## config.mk

```make
export PLATFORM = sky130hd
export DESIGN_NAME = ssdr_store
export DESIGN_NICKNAME = d
export VERILOG_FILES = /design/src/rtl/ssdr_pkg.sv /design/src/rtl/ssdr_store.sv
export SDC_FILE = /design/constraint.sdc
export NUM_CORES = 2
export LEC_CHECK = 0
export ABC_CLOCK_PERIOD_IN_PS = 1900
export CORE_AREA = 2 2 357 429
export DETAILED_ROUTE_END_ITERATION = 12
export DIE_AREA = 0 0 359 431
export DONT_BUFFER_PORTS = 1
export PLACE_DENSITY = 0.75
export SLEW_MARGIN = 20
export SYNTH_ARGS = -nofsm -noshare
export SYNTH_HDL_FRONTEND = slang
export SYNTH_SLANG_ARGS = --single-unit
```

## constraint.sdc

```tcl
create_clock -name clk -period 1.9 [get_ports clk]
set_input_delay 0.38 -clock clk [delete_from_list [all_inputs] [get_ports clk]]
set_output_delay 0.38 -clock clk [all_outputs]
set_load 0.05 [all_outputs]
```

## src/rtl/ssdr_pkg.sv

```systemverilog
// Shared constants, codes and types of the screen shadow refresh block.
package ssdr_pkg;

    localparam int ROWS         = 8;
    localparam int COLS         = 30;
    localparam int SEG_LEN      = 15;
    localparam int DEPTH        = ROWS * COLS;
    localparam int AW           = $clog2(DEPTH);
    localparam int SEGS_PER_ROW = (COLS + SEG_LEN - 1) / SEG_LEN;
    localparam int HALF_W       = (SEGS_PER_ROW > 1) ? $clog2(SEGS_PER_ROW) : 1;
    localparam int SROW_W       = $clog2(ROWS + 1);
    localparam int LEN_W        = $clog2(SEG_LEN + 1);
    localparam int COL_W        = $clog2(COLS);

    localparam logic [7:0] BLANK_CHAR  = 8'h20;
    localparam logic [7:0] RESEND_FILL = 8'h01;
    localparam logic [7:0] RESET_PAGE  = 8'd6;

    typedef enum logic [2:0] {
        CMD_WRITE  = 3'd0,
        CMD_CURSOR = 3'd1,
        CMD_CLEAR  = 3'd2,
        CMD_RESEND = 3'd3,
        CMD_PAGE   = 3'd4,
        CMD_SCAN   = 3'd5
    } cmd_t;

    typedef enum logic [2:0] {
        ST_IDLE,
        ST_PAGE,
        ST_SEG,
        ST_CMP,
        ST_EMIT
    } state_t;

    typedef struct packed {
        logic          wr_en;
        logic [AW-1:0] wr_addr;
        logic [7:0]    wr_data;
        logic          rd_en;
        logic [AW-1:0] rd_addr;
        logic          clr;
    } mem_req_t;

endpackage

```

## src/rtl/ssdr_store.sv

```systemverilog
// Character store: synchronous RAM with per-entry valid bits and a fill value.
module ssdr_store (
    input  logic                clk,
    input  logic                rst_n,
    input  ssdr_pkg::mem_req_t  req,
    input  logic [7:0]          fill,
    output logic [7:0]          rd_data
);

    logic [7:0]                     store_mem [ssdr_pkg::DEPTH];
    logic [ssdr_pkg::DEPTH-1:0]     valid_reg;
    logic                           rd_valid_reg;
    logic [7:0]                     rd_data_reg;

    always_ff @(posedge clk)
    begin
        if (req.wr_en)
        begin
            store_mem[req.wr_addr] <= req.wr_data;
        end
        if (req.rd_en)
        begin
            rd_data_reg <= store_mem[req.rd_addr];
        end
    end

    // An entry that was not written since the last clear reads as the fill value.
    always_ff @(posedge clk or negedge rst_n)
    begin
        if (!rst_n)
        begin
            valid_reg    <= '0;
            rd_valid_reg <= 1'b0;
        end
        else
        begin
            if (req.clr)
            begin
                valid_reg <= '0;
            end
            else if (req.wr_en)
            begin
                valid_reg[req.wr_addr] <= 1'b1;
            end
            if (req.rd_en)
            begin
                rd_valid_reg <= valid_reg[req.rd_addr];
            end
        end
    end

    assign rd_data = rd_valid_reg ? rd_data_reg : fill;

endmodule

```

==> results.toml <==
[outcome]
status = "finished, violations left"
violations = "hold timing, slew limit, setup timing"

[cells_and_area]
layout.nets = 4896
drive_gt1_frac = 0.310
fin_area_mm2 = 0.101
largest_reg_flops = 1920
final_cells = 7010
syn_to_final_growth_pct = 18.1
fillers = 9224
post-route-util = 0.670

[placement]
hpwl_mm = 120
pre_cts_ws_ns = -1.35
io_buffer_count = 0
place_area_mm2 = 0.0918
dp.cells = 6472
place_congestion = 0.859

[pwr]
combPwrFrac = 0.044
p_sw_frac = 0.203
power_mw = 96.5
p_sw_mw = 19.6
p_int_mw = 76.9
max-vdd-ir-drop_v = 0.000814
clockPowerShare = 0.416
p_leak_nw = 33.9
powerDensity_mw_per_mm2 = 958
seqPwrFrac = 0.540

[floorplanning]
dieArea_mm2 = 0.155
core_area_mm2 = 0.150
die_y_um = 431
start_util = 0.567
ios = 45
die_x_um = 359
num_rows = 156

[critical_path]
worstPathRequired_ns = 2.46
r2r_slack_ns = -0.58
crit_path_start_kind = "primary input"
critPathArrivalTime_ns = 3.04
crit_chain = "mux4_2 -> mux2i_1 -> buf_4 -> nand2_1 -> o2111a_1 -> a2111oi_1 -> o31ai_2"
path_buf_inv = 1
timing.rr.start = "store_mem[138][3]"
endpoint_kind = "flip-flop"
rr_endpoint = "rd_data_reg[3]"
max_stage_delay_ns = 0.69
critPathKind = "primary input to flip-flop"
path_depth = 7
cp_top_family = "multiplexers"
critPathMaxFanout = 450
rr_worst_depth = 4
slowest_stage = "mux4_2"

[synthesis]
synth_seq_cells = 2169
netlist_instances = 4372
avgSynthCellArea_um2 = 19.5
synth_fp_nets = 4409
synth_edf_count = 1928
ys.flop_type = "edfxtp_1"
seq_area_frac_synth = 0.750
ys_warn_count = 0
yosysUniqueCellTypes = 58
async_flop_share = 0.111
syn_area_mm2 = 0.0853

[cts]
path_clk_slew_ns = 0.06
cts.sink_count = 2169
cts_tree = "done"
htree_levels = 4
clk_latency_ns = 0.84
cts-root-buf = "clkbuf_16"
numCtsBuffers = 195
clockBufferDepth = 3

[routing]
vias = 45873
viasPerCell = 6.54
drtIter0Drc = 6055
drt_wl_total_mm = 227
drtAntennaViolNets = 0
drc = 0
drt_pass1_iterations = 6
wire_per_inst_um = 32.4

[timing]
period_minus_slack_ns = 2.48
max_slew_margin = -0.122
tns_ns = -7.53
rsz0062_at_grt = "true"
clock_skew_ns = 0.0319
fmax_ghz = 0.403
worst_pin_slew_ns = 1.68
post-route-period-util = 1.31
worst_slack_ns = -0.582
hold_viol = 1345
setup_violations = 17
maxSlewViolCount = 74
holdWs_ns = -0.724

[global_routing]
globalRouteTotalUtil = 0.288
grt-ovfl-total = 0
grt_pass1_wl_mm = 319
grt_pass1_vias = 45846
grt_max_degree = 616
antenna_found_initial = 4

[hold_path]
hp-class = "primary input to asynchronous set/reset pin"

[run]
maxCapViolations = 0
==> layout by cell type, fill, tap and decap left out, drive strengths merged, types with 3 or more instances in the layout <==
master / netlist / layout
edfxtp: 1928 / 1928
nor2: 686 / 686
mux4: 516 / 516
buf: 145 / 401
clkbuf: 117 / 301
dfrtp: 241 / 241
mux2i: 228 / 228
dlygate4sd3: 0 / 139
a22oi: 83 / 83
nand2: 62 / 62
nand3: 58 / 58
clkinv: 0 / 56
a21oi: 45 / 45
o21ba: 29 / 29
o21ai: 27 / 27
nor2b: 24 / 24
mux2: 20 / 20
bufinv: 0 / 16
a211oi: 15 / 15
nand4: 14 / 14
a221oi: 14 / 14
nand2b: 13 / 13
o221ai: 13 / 13
o22ai: 13 / 13
inv: 4 / 11
nor3: 10 / 10
and2: 9 / 9
o211ai: 6 / 6
nand3b: 5 / 5
o31ai: 5 / 5
a2111oi: 5 / 5
nor4: 4 / 4
diode: 0 / 3
or2: 3 / 3
and4: 3 / 3
==> power by group through the flow <==
| stage | Combinational [mW] | Clock, mW | Sequential, mW |
|---|---|---|---|
| final | 4.27 | 40.1 | 52.1 |
| after global routing | 4.37 | 42.2 | 52.1 |
| after CTS | 3.59 | 40.4 | 52.1 |
| after detailed placement | 3.37 | 0 | 53.1 |
| after global placement | 3.35 | 0 | 53.1 |
| after floorplan | 2.93 | 0 | 53.1 |
==> metal layers <==
| metal | track usage | part of all wire |
|---|---|---|
| met1 | 0.382 | 0.36 |
| met2 | 0.458 | 0.49 |
| met3 | 0.0626 | 0.10 |
| met4 | 0.138 | 0.053 |
| met5 | 0.00778 | 0.00072 |
==> worst max-delay path by stage <==
stage / slack [ns] / from / endpoint
final: -0.58 / req[2] / rd_data_reg[7]
after global routing: -0.61 / store_mem[135][3] / rd_data_reg[3]
after CTS: -0.55 / store_mem[151][5] / rd_data_reg[5]
after detailed placement: -1.35 / req[1] / rd_data_reg[0]
after global placement: -1.33 / req[1] / rd_data_reg[2]
after floorplan: -0.61 / req[1] / rd_data_reg[1]
==> cell usage after synthesis, types with 14 or more instances <==
cell         n  share of area
o21ba_2     29         0.0034
dfrtp_1    241          0.071
mux2i_1    228          0.027
mux4_2     516           0.14
buf_2       60         0.0035
edfxtp_1  1928           0.68
nor2b_1     24         0.0018
buf_6       43         0.0057
nand4_1     14         0.0010
a21oi_1     45         0.0026
nor2_1     686          0.030
nand2_1     62         0.0027
nand3_1     58         0.0034
buf_4       30         0.0026
a221oi_1    14         0.0014
a22oi_1     83         0.0073
o21ai_0     24         0.0014
a211oi_1    15         0.0013
clkbuf_1   117         0.0051
mux2_2      20         0.0026
==> layout make-up <==
type,instances,area [µm²],area share
clock buffer,289,5660,0.0562
timing repair buffer,552,6030,0.0599
tap,1975,2470,0.0245
sequential,2169,63900,0.634
clock inverter,81,891,0.00884
antenna,3,7.51,0.0000745
multi-input combinational,1937,21700,0.216
inverter,4,17.5,0.000174
==> what timing repair did <==
item | CTS | global route
setup endpoints to repair | 17 | 17
setup buffers | 0 | 6
pin swaps | 19 | 20
hold buffers | 139 | 1
hold endpoints to repair | 2418 | 2085
resized for setup | 67 | 33
cloned | 0 | 17
==> cells by family (layout without fill, tap and decap cells) <==
kind of cell	after synthesis	count (layout)	synth area share
AND/OR/NAND/NOR	898	898	0.0432
buffers and inverters	266	926	0.0180
flip-flops	2169	2169	0.750
AO/OA/AOI/OAI	275	275	0.0235
multiplexers	764	764	0.166
other	0	3	0
(Power assumes the default switching activity.)
